<file path="src/base64_stream_decoder_macros.svh">
// assertion macros for the base64 stream decoder
`ifndef BASE64_STREAM_DECODER_MACROS_SVH
`define BASE64_STREAM_DECODER_MACROS_SVH
`ifndef SYNTH
`define B64D_ASSERT_IMP(label, clk, rstn, ante, cons) \
    label: assert property (@(posedge clk) disable iff (!rstn) (ante) |-> (cons)) \
        else $error("b64d assertion failed");
`define B64D_ASSERT_NXT(label, clk, rstn, ante, cons) \
    label: assert property (@(posedge clk) disable iff (!rstn) (ante) |=> (cons)) \
        else $error("b64d assertion failed");
`else
`define B64D_ASSERT_IMP(label, clk, rstn, ante, cons)
`define B64D_ASSERT_NXT(label, clk, rstn, ante, cons)
`endif
`endif

</file>
<file path="src/b64d_pkg.sv">
// shared types, constants and character map of the base64 stream decoder
`default_nettype none
package b64d_pkg;

    localparam int MAX_OUT_BYTES = 4096;
    localparam int CAP_W = 13;
    localparam int CNT_W = $clog2(MAX_OUT_BYTES + 1);
    localparam int CMP_W = ((CAP_W > CNT_W) ? CAP_W : CNT_W) + 1;
    localparam logic [CAP_W-1:0] CAP_RESET = CAP_W'(4096);

    localparam logic [7:0] SX_LOWER_BASE = 8'd26;
    localparam logic [7:0] SX_DIGIT_BASE = 8'd52;
    localparam logic [5:0] SX_PLUS = 6'd62;
    localparam logic [5:0] SX_SLASH = 6'd63;

    typedef enum logic [1:0] {
        FUNC_CHAR  = 2'd0,
        FUNC_FINAL = 2'd1,
        FUNC_END   = 2'd2,
        FUNC_NONE  = 2'd3
    } func_t;

    typedef enum logic [2:0] {
        ST_OK       = 3'd0,
        ST_BAD_CHAR = 3'd1,
        ST_LONE     = 3'd2,
        ST_OVERFLOW = 3'd3,
        ST_ZERO_CAP = 3'd4
    } status_t;

    typedef enum logic [1:0] {
        CH_SEXTET,
        CH_SKIP,
        CH_PAD,
        CH_BAD
    } char_kind_t;

    typedef enum logic {
        REG_URL_MODE = 1'b0,
        REG_CAPACITY = 1'b1
    } reg_idx_t;

    typedef struct packed {
        char_kind_t kind;
        logic [5:0] sextet;
    } char_map_t;

    typedef struct packed {
        logic             url_mode;
        logic [CAP_W-1:0] out_capacity;
    } cfg_t;

    typedef struct packed {
        logic [2:0][7:0]  bytes;
        logic [1:0]       nbytes;
        logic             done;
        status_t          status;
        logic [CAP_W-1:0] length;
    } bundle_t;

    function automatic char_map_t b64d_map_char(input logic [7:0] c, input logic url);
        char_map_t m;
        m.kind = CH_BAD;
        m.sextet = '0;
        priority if (c == 8'h20 || c == 8'h09 || c == 8'h0A || c == 8'h0D) begin
            m.kind = CH_SKIP;
        end else if (c == 8'h3D) begin
            m.kind = CH_PAD;
        end else if (c >= 8'h41 && c <= 8'h5A) begin
            m.kind = CH_SEXTET;
            m.sextet = 6'(c - 8'h41);
        end else if (c >= 8'h61 && c <= 8'h7A) begin
            m.kind = CH_SEXTET;
            m.sextet = 6'(c - 8'h61 + SX_LOWER_BASE);
        end else if (c >= 8'h30 && c <= 8'h39) begin
            m.kind = CH_SEXTET;
            m.sextet = 6'(c - 8'h30 + SX_DIGIT_BASE);
        end else if (c == 8'h2B || (url && c == 8'h2D)) begin
            m.kind = CH_SEXTET;
            m.sextet = SX_PLUS;
        end else if (c == 8'h2F || (url && c == 8'h5F)) begin
            m.kind = CH_SEXTET;
            m.sextet = SX_SLASH;
        end else begin
            m.kind = CH_BAD;
        end
        return m;
    endfunction

endpackage
`default_nettype wire

</file>
<file path="src/b64d_regs.sv">
// configuration registers behind the apb port
`default_nettype none
module b64d_regs
    import b64d_pkg::*;
(
    input  wire logic        aclk,
    input  wire logic        aresetn,
    input  wire logic        psel,
    input  wire logic        penable,
    input  wire logic        pwrite,
    input  wire logic [2:0]  paddr,
    input  wire logic [31:0] pwdata,
    output logic [31:0]      prdata,
    output logic             pready,
    output cfg_t             cfg
);

    logic             url_mode_reg;
    logic [CAP_W-1:0] capacity_reg;
    logic             wr_en;
    reg_idx_t         reg_sel;

    assign pready  = 1'b1;
    assign wr_en   = psel && penable && pwrite && pready;
    assign reg_sel = reg_idx_t'(paddr[2]);

    always_ff @(posedge aclk) begin
        if (!aresetn) begin
            url_mode_reg <= 1'b0;
            capacity_reg <= CAP_RESET;
        end else if (wr_en) begin
            unique case (reg_sel)
                REG_URL_MODE: url_mode_reg <= pwdata[0];
                REG_CAPACITY: capacity_reg <= pwdata[CAP_W-1:0];
                default: ;
            endcase
        end
    end

    always_comb begin
        unique case (reg_sel)
            REG_URL_MODE: prdata = {31'b0, url_mode_reg};
            REG_CAPACITY: prdata = {{(32-CAP_W){1'b0}}, capacity_reg};
            default:      prdata = '0;
        endcase
    end

    assign cfg.url_mode     = url_mode_reg;
    assign cfg.out_capacity = capacity_reg;

endmodule
`default_nettype wire

</file>
<file path="src/b64d_core.sv">
// input register, decode state and per-character decode logic
`default_nettype none
module b64d_core
    import b64d_pkg::*;
(
    input  wire logic       aclk,
    input  wire logic       aresetn,
    input  wire cfg_t       cfg,
    input  wire logic       s_valid,
    output logic            s_ready,
    input  wire logic [1:0] s_func,
    input  wire logic [7:0] s_char_code,
    output logic            bundle_push,
    input  wire logic       bundle_ready,
    output bundle_t         bundle
);

    logic             in_valid_reg;
    logic [1:0]       func_reg;
    logic [7:0]       char_reg;

    logic [2:0][5:0]  hold_reg, hold_next;
    logic [1:0]       cnt_reg, cnt_next;
    logic             pad_reg, pad_next;
    status_t          err_reg, err_next;
    logic [CNT_W-1:0] bc_reg, bc_next;

    char_map_t        map;
    logic             do_take;
    logic             do_finish;
    logic [1:0]       nb;
    logic [5:0]       s3;
    logic [CMP_W-1:0] cap;
    logic [CMP_W-1:0] cap_cfg;
    logic [CMP_W-1:0] sum;
    logic             nonempty;
    logic             consume;
    status_t          st;

    assign consume     = in_valid_reg && (!nonempty || bundle_ready);
    assign s_ready     = !in_valid_reg || consume;
    assign bundle_push = consume && nonempty;

    always_ff @(posedge aclk) begin
        if (!aresetn) begin
            in_valid_reg <= 1'b0;
        end else if (s_valid && s_ready) begin
            in_valid_reg <= 1'b1;
        end else if (consume) begin
            in_valid_reg <= 1'b0;
        end
    end

    always_ff @(posedge aclk) begin
        if (s_valid && s_ready) begin
            func_reg <= s_func;
            char_reg <= s_char_code;
        end
    end

    always_comb begin
        map       = b64d_map_char(char_reg, cfg.url_mode);
        do_take   = (func_reg == FUNC_CHAR) || (func_reg == FUNC_FINAL);
        do_finish = (func_reg == FUNC_FINAL) || (func_reg == FUNC_END);
        cap_cfg   = CMP_W'(cfg.out_capacity);
        cap       = (cap_cfg > CMP_W'(MAX_OUT_BYTES)) ? CMP_W'(MAX_OUT_BYTES) : cap_cfg;

        hold_next = hold_reg;
        cnt_next  = cnt_reg;
        pad_next  = pad_reg;
        err_next  = err_reg;
        bc_next   = bc_reg;
        nb        = 2'd0;
        s3        = 6'd0;

        if (do_take && err_reg == ST_OK && !pad_reg) begin
            unique case (map.kind)
                CH_SKIP: ;
                CH_PAD:  pad_next = 1'b1;
                CH_BAD:  err_next = ST_BAD_CHAR;
                default: begin
                    unique case (cnt_reg)
                        2'd0: begin
                            hold_next[0] = map.sextet;
                            cnt_next = 2'd1;
                        end
                        2'd1: begin
                            hold_next[1] = map.sextet;
                            cnt_next = 2'd2;
                        end
                        2'd2: begin
                            hold_next[2] = map.sextet;
                            cnt_next = 2'd3;
                        end
                        default: begin
                            cnt_next = 2'd0;
                            nb = 2'd3;
                            s3 = map.sextet;
                        end
                    endcase
                end
            endcase
        end

        if (do_finish && err_next == ST_OK) begin
            unique case (cnt_next)
                2'd1:    err_next = ST_LONE;
                2'd2:    nb = 2'd1;
                2'd3:    nb = 2'd2;
                default: ;
            endcase
        end

        sum = CMP_W'(bc_reg) + CMP_W'(nb);
        if (nb != 2'd0) begin
            if (sum > cap) begin
                err_next = ST_OVERFLOW;
                nb = 2'd0;
            end else begin
                bc_next = CNT_W'(sum);
            end
        end

        st = err_next;
        if (do_finish && cfg.url_mode && cfg.out_capacity == '0) begin
            st = ST_ZERO_CAP;
        end

        bundle.bytes[0] = {hold_next[0], hold_next[1][5:4]};
        bundle.bytes[1] = {hold_next[1][3:0], hold_next[2][5:2]};
        bundle.bytes[2] = {hold_next[2][1:0], s3};
        bundle.nbytes   = nb;
        bundle.done     = do_finish;
        bundle.status   = st;
        bundle.length   = (st == ST_OK) ? CAP_W'(bc_next) : '0;
        nonempty        = (nb != 2'd0) || do_finish;
    end

    always_ff @(posedge aclk) begin
        if (!aresetn) begin
            hold_reg <= '0;
            cnt_reg  <= 2'd0;
            pad_reg  <= 1'b0;
            err_reg  <= ST_OK;
            bc_reg   <= '0;
        end else if (consume) begin
            if (do_finish) begin
                hold_reg <= '0;
                cnt_reg  <= 2'd0;
                pad_reg  <= 1'b0;
                err_reg  <= ST_OK;
                bc_reg   <= '0;
            end else begin
                hold_reg <= hold_next;
                cnt_reg  <= cnt_next;
                pad_reg  <= pad_next;
                err_reg  <= err_next;
                bc_reg   <= bc_next;
            end
        end
    end

endmodule
`default_nettype wire

</file>
<file path="src/b64d_serial.sv">
// result register that sends one bundle as a run of result transactions
`default_nettype none
module b64d_serial
    import b64d_pkg::*;
(
    input  wire logic    aclk,
    input  wire logic    aresetn,
    input  wire logic    bundle_push,
    output logic         bundle_ready,
    input  wire bundle_t bundle,
    output logic         m_valid,
    input  wire logic    m_ready,
    output logic [7:0]   m_out_byte,
    output logic         m_byte_valid,
    output logic         m_done_res,
    output logic [2:0]   m_status,
    output logic [12:0]  m_out_length,
    output logic         m_last
);

    logic       valid_reg;
    bundle_t    bundle_reg;
    logic [1:0] idx_reg;
    logic       byte_phase;
    logic       fire;
    logic [7:0] cur_byte;

    assign byte_phase   = idx_reg < bundle_reg.nbytes;
    assign fire         = m_valid && m_ready;
    assign bundle_ready = !valid_reg || (fire && m_last);

    always_comb begin
        unique case (idx_reg)
            2'd0:    cur_byte = bundle_reg.bytes[0];
            2'd1:    cur_byte = bundle_reg.bytes[1];
            2'd2:    cur_byte = bundle_reg.bytes[2];
            default: cur_byte = '0;
        endcase
    end

    always_ff @(posedge aclk) begin
        if (!aresetn) begin
            valid_reg <= 1'b0;
            idx_reg   <= 2'd0;
        end else if (bundle_ready) begin
            valid_reg <= bundle_push;
            idx_reg   <= 2'd0;
        end else if (fire) begin
            idx_reg <= idx_reg + 2'd1;
        end
    end

    always_ff @(posedge aclk) begin
        if (bundle_ready && bundle_push) begin
            bundle_reg <= bundle;
        end
    end

    assign m_valid      = valid_reg;
    assign m_out_byte   = byte_phase ? cur_byte : 8'd0;
    assign m_byte_valid = byte_phase;
    assign m_done_res   = !byte_phase;
    assign m_status     = byte_phase ? ST_OK : bundle_reg.status;
    assign m_out_length = byte_phase ? 13'd0 : 13'(bundle_reg.length);
    assign m_last       = byte_phase
                          ? ((idx_reg == bundle_reg.nbytes - 2'd1) && !bundle_reg.done)
                          : 1'b1;

endmodule
`default_nettype wire

</file>
<file path="src/base64_stream_decoder.sv">
// base64 stream decoder top level
//
// Decodes standard or base64url text, one character per input transaction
// (s_func, s_char_code), into bytes on the result channel (m_*). A text ends
// with a final character or an end-of-text transaction and gives one closing
// done transaction with status and byte count. Registers at byte address 0
// (url_mode) and 4 (out_capacity) are to be written over the apb port only
// while idle; the block does not enforce this. A character is decoded
// while it sits in the input register; its first result moves into the
// result register once that register is free, and is driven on the port.
// One character is taken per cycle while m_ready is high; a completed group
// holds the result register for its three byte transactions, which the next
// three characters overlap, so plain text flows at one character per cycle.
// A closing character can give up to four result transactions.
// Reset clears the registers to url_mode 0, out_capacity 4096, and empties
// the decode state and both registers. While m_ready is low the result
// register holds, then the input register fills and s_ready drops.
`default_nettype none
`include "base64_stream_decoder_macros.svh"
module base64_stream_decoder
    import b64d_pkg::*;
(
    input  wire logic        aclk,
    input  wire logic        aresetn,
    input  wire logic        psel,
    input  wire logic        penable,
    input  wire logic        pwrite,
    input  wire logic [2:0]  paddr,
    input  wire logic [31:0] pwdata,
    output logic [31:0]      prdata,
    output logic             pready,
    input  wire logic        s_valid,
    output logic             s_ready,
    input  wire logic [1:0]  s_func,
    input  wire logic [7:0]  s_char_code,
    output logic             m_valid,
    input  wire logic        m_ready,
    output logic [7:0]       m_out_byte,
    output logic             m_byte_valid,
    output logic             m_done_res,
    output logic [2:0]       m_status,
    output logic [12:0]      m_out_length,
    output logic             m_last
);

    cfg_t    cfg;
    bundle_t bundle;
    logic    bundle_push;
    logic    bundle_ready;

    b64d_regs u_regs (
        .aclk    (aclk),
        .aresetn (aresetn),
        .psel    (psel),
        .penable (penable),
        .pwrite  (pwrite),
        .paddr   (paddr),
        .pwdata  (pwdata),
        .prdata  (prdata),
        .pready  (pready),
        .cfg     (cfg)
    );

    b64d_core u_core (
        .aclk         (aclk),
        .aresetn      (aresetn),
        .cfg          (cfg),
        .s_valid      (s_valid),
        .s_ready      (s_ready),
        .s_func       (s_func),
        .s_char_code  (s_char_code),
        .bundle_push  (bundle_push),
        .bundle_ready (bundle_ready),
        .bundle       (bundle)
    );

    b64d_serial u_serial (
        .aclk         (aclk),
        .aresetn      (aresetn),
        .bundle_push  (bundle_push),
        .bundle_ready (bundle_ready),
        .bundle       (bundle),
        .m_valid      (m_valid),
        .m_ready      (m_ready),
        .m_out_byte   (m_out_byte),
        .m_byte_valid (m_byte_valid),
        .m_done_res   (m_done_res),
        .m_status     (m_status),
        .m_out_length (m_out_length),
        .m_last       (m_last)
    );

    // a bundle only moves into a free result register
    `B64D_ASSERT_IMP(a_push_into_free, aclk, aresetn, bundle_push, bundle_ready)
    // the done transaction always closes the run
    `B64D_ASSERT_IMP(a_done_is_last, aclk, aresetn, m_valid && m_done_res, m_last)
    // a run continues after a transaction that is not its last
    `B64D_ASSERT_NXT(a_run_continues, aclk, aresetn, m_valid && m_ready && !m_last, m_valid)

endmodule
`default_nettype wire
</file>
<file path="config.mk">
export PLATFORM = sky130hd
export DESIGN_NAME = base64_stream_decoder
export DESIGN_NICKNAME = d
export VERILOG_FILES = /design/src/b64d_pkg.sv /design/src/b64d_regs.sv /design/src/b64d_core.sv /design/src/b64d_serial.sv /design/src/base64_stream_decoder.sv
export VERILOG_INCLUDE_DIRS = /design/src /design/src/src
export SDC_FILE = /design/constraint.sdc
export NUM_CORES = 1
export LEC_CHECK = 0
export BUFFER_PORTS_ARGS = -buffer_cell sky130_fd_sc_hd__buf_4
export CORE_MARGIN = 3
export CORE_UTILIZATION = 58
export CTS_BUF_LIST = sky130_fd_sc_hd__clkbuf_4
export CTS_CLUSTER_DIAMETER = 60
export DETAILED_ROUTE_END_ITERATION = 12
export PLACE_DENSITY = 0.82
export REMOVE_ABC_BUFFERS = 1
export SYNTH_ARGS = -nofsm -noshare
export SYNTH_HDL_FRONTEND = slang
export SYNTH_SLANG_ARGS = --single-unit
</file>
<file path="constraint.sdc">
create_clock -name aclk -period 9.65 [get_ports aclk]
set_clock_uncertainty 0.05 [all_clocks]
set_input_delay 2.895 -clock aclk [delete_from_list [all_inputs] [get_ports aclk]]
set_output_delay 2.895 -clock aclk [all_outputs]
set_load 0.005 [all_outputs]
</file>
==> qor.yml <==
run:
  drv_cap: 0
logic_synthesis:
  synth_compound_area_share_pct: 20.20
  synth_area_per_cell_sq_um: 9.593
  synth.area.top_cells: "edfxtp_1, dfxtp_1, ha_1"
  synth_cell_types: 77
  yosysTopAreaCellShare_pct: 24.54
  yosys.area_share.xor_xnor_pct: 2.257
  yosys_warnings: 0
  synthSimpleGateAreaFrac_pct: 18.21
  yosys_register_bits: 108
  synthesis.area_sq_mm: 0.006485
  yosysTopAreaCell: "edfxtp_1"
  synth_seq_area_share_pct: 41.52
  synth_edf_count: 53
  synth_top_family_by_area: "compound AO/OA/AOI/OAI gates"
  synth-main-ff-cell: "dfxtp_1"
  synthAdderAreaFrac_pct: 7.447
  async_reset_ff_share_pct: 0
  synth.area.mux_share_pct: 3.357
  syn_inst: 676
detailed_routing:
  drt_wl_total_um: 14530
  vias: 5334
  drc: 2
  viasPerCell: 6.000
  post_drt_wl_per_cell_um: 16.34
  ant_nets: 0
  drtIter0Drc: 572
  dr.pass1.iters: 10
die:
  top_level_ports: 114
  start_util_pct: 61.17
  rows: 37
  die_width_um: 111.7
  core_sq_mm: 0.01060
  die_area_sq_mm: 0.01249
  die_h_um: 111.7
cts:
  ctsHoldBuffers: 0
  insertion_delay_ns: 0.47
  cts_sinks: 108
  cts-root-buf: "clkbuf_4"
  cts_tree: "done"
  clockBufferDepth: 2
  h-tree-depth: 3
  path_clk_slew_ns: 0.19
  cts_buffers: 9
setup_path:
  rr_startpoint: "u_core.char_reg[2]$_DFFE_PP_"
  crit_path_start_kind: "register"
  crit_arrival_ns: 6.43
  crit_type: "register to output port"
  end_kind: "output port"
  rrSetupSlack_ns: 1.89
  worstPathRequired_ns: 6.71
  regToRegEndpoint: "u_serial.bundle_reg[29]$_DFFE_PP_"
  reg2reg_depth: 25
  cp_max_fo: 11
sta:
  hold_violations: 0
  drv_slew: 0
  tightest_slew_ns: 1.149
  finalCriticalPeriod_ns: 9.371
  holdWs_ns: 0.4371
  finalCritPeriodShare_pct: 97.11
  setup_viol: 0
  slew-limit-headroom_pct: 22.82
  maxClockFrequency_ghz: 0.1067
placed_design:
  dpl.cell_count: 855
  hpwl_um: 10480
  postPlaceCellArea_sq_mm: 0.007023
  port_buffers: 72
  gp_congestion: 0.9249
final_layout:
  final_cells: 889
  fin_nets: 838
  largest_reg_flops: 43
  insertedDiodeCount: 0
  fin_area_sq_mm: 0.007351
  nFillCells: 820
  layout-drive-gt1-share_pct: 20.58
  syn2layout_area_growth_pct: 13.35
global_routing:
  grt_util_all_layers_pct: 22.90
  grt_max_degree: 36
  overflow: 0
  antenna_found_initial: 0
  grt_pass1_wl_um: 23850
  first_global_vias: 5040
run_status:
  status: "finished with violations"
  violations: "DRC"
min_path:
  hold_end: "u_core.hold_reg[14]$_SDFFE_PN0P_"
  hold_depth: 1
  min-delay-start: "u_core.hold_reg[14]$_SDFFE_PN0P_"
  hold_path.class: "register to register"
power_and_ir_drop:
  p_switching_uw: 235.8
  power_frac_seq_pct: 59.9
  power.internal_uw: 597.2
  combPwrFrac_pct: 12.5
  switching_share_pct: 28.31
  powerDensity_mw_per_mm2: 113.3
  static-leakage-power_uw: 0.002976
  ir_worst_vdd_uv: 97.11
  clockPowerShare_pct: 27.7
  power_uw: 833.1
-- synthesized netlist by cell type, types with 4 or more instances --
cell type	number
a211oi_1	10
a211oi_2	7
a21o_1	6
a21oi_1	28
a221o_1	6
a221oi_1	6
a222oi_1	8
a22o_1	16
a31oi_1	9
and2_1	26
buf_1	4
buf_2	9
buf_4	23
clkbuf_1	17
dfxtp_1	55
edfxtp_1	53
ha_1	37
inv_1	39
mux2_2	11
mux2i_1	6
nand2_1	63
nand2b_1	5
nand3_1	17
nor2_1	38
nor2b_1	22
nor3_1	7
nor4_1	8
o211ai_1	5
o21ai_0	25
o21ai_1	11
o2bb2ai_1	4
or2_2	4
or3_1	15
xnor2_1	12
-- cell families after synthesis --
logic type	Yosys count
xor gates and xnor gates	15
DFF	108
adders and majority gates	38
muxes	20
buffers and inverters	93
and+or+nand+nor	226
AOI/OAI and AO/OA	174
other	2
-- layout by cell type (no fill, tap or decap), drive strengths merged, types with 5 or more instances in the layout --
cell / count
a31oi: 9
ha: 37
a221o: 6
xnor2: 12
nor4: 8
nor2: 39
nand2b: 5
o211ai: 5
edfxtp: 53
a221oi: 6
and2: 27
o21ai: 37
a21o: 6
buf: 96
dfxtp: 55
nand2: 63
a222oi: 8
nor2b: 22
or3: 15
clkbuf: 9
inv: 42
mux2: 14
mux2i: 6
nand3: 17
a211oi: 18
nor3: 7
conb: 20
a22o: 16
a21oi: 29
-- area by class of cell --
class / count / area [sq um] / area share [%]
Timing Repair Buffer: 96 / 720.7 / 9.804
Multi-Input combinational cell: 493 / 3470 / 47.20
Sequential cell: 108 / 2693 / 36.63
Inverter: 40 / 150.1 / 2.043
Tap cell: 136 / 170.2 / 2.315
Clock inverter: 7 / 80.08 / 1.089
Clock buffer: 9 / 67.56 / 0.9191
-- critical path, cell delays in order, from the launching register on --
cell and delay [ns]:
edfxtp_1 0.48, inv_2 0.14, ha_2 0.23, nor2b_1 0.13, o21ai_0 0.16, a211o_2 0.44, o21a_4 0.28, mux2i_1 0.15
nor2b_1 0.17, a21oi_1 0.15, ha_1 0.22, inv_1 0.07, fa_2 0.39, nand3b_1 0.21, or2_2 0.37, or3_4 0.38
xnor2_1 0.19, ha_1 0.33, nand4_1 0.17, o41a_1 0.47, a221oi_2 0.25, a21oi_2 0.08, a21oi_2 0.14, o211ai_1 0.17
buf_4 0.19
-- power by group through the flow --
stage	Combinational (uW)	Clock (uW)	Sequential (uW)
final	104	231	499
after global routing	114	252	501
after CTS	97.8	233	500
after detailed placement	95.1	0	510
after global placement	91.9	0	510
after floorplan	56.1	0	508
-- how the worst max path moves through the flow --
| stage | start | end | slack [ns] |
|---|---|---|---|
| finish | u_core.char_reg[2]$_DFFE_PP_ | s_ready | 0.28 |
| global route | u_core.char_reg[0]$_DFFE_PP_ | s_ready | -0.05 |
| CTS | u_core.char_reg[2]$_DFFE_PP_ | s_ready | 0.02 |
| floorplan | u_core.char_reg[2]$_DFFE_PP_ | s_ready | 0.39 |
| global placement | u_core.char_reg[2]$_DFFE_PP_ | s_ready | 0.32 |
| detailed placement | u_core.char_reg[2]$_DFFE_PP_ | s_ready | 0.16 |
-- metrics by stage --
step	utilization [%]	setup TNS, ns	setup WS, ns
floorplan	-	0	0.3866
global placement	66.25	0	0.3158
detailed placement	66.25	0	0.1626
CTS	68.11	0	0.02146
global route	69.34	-0.05484	-0.05484
finish	69.34	0	0.2787
-- layer usage --
layer	vias up	share of wire [%]	global-route usage, %
li1	2586	-	-
met1	2511	45	31.12
met2	214	47	37.93
met3	23	7.0	3.859
met4	0	1.5	6.407
met5	-	0	0
-- what timing repair did --
action,4_1_cts,5_1_grt
resized for setup,4,9
pin swaps,1,2
setup endpoints to repair,1,1
buffers inserted,5,13
No activity file was read; power rests on OpenSTA's default activity.
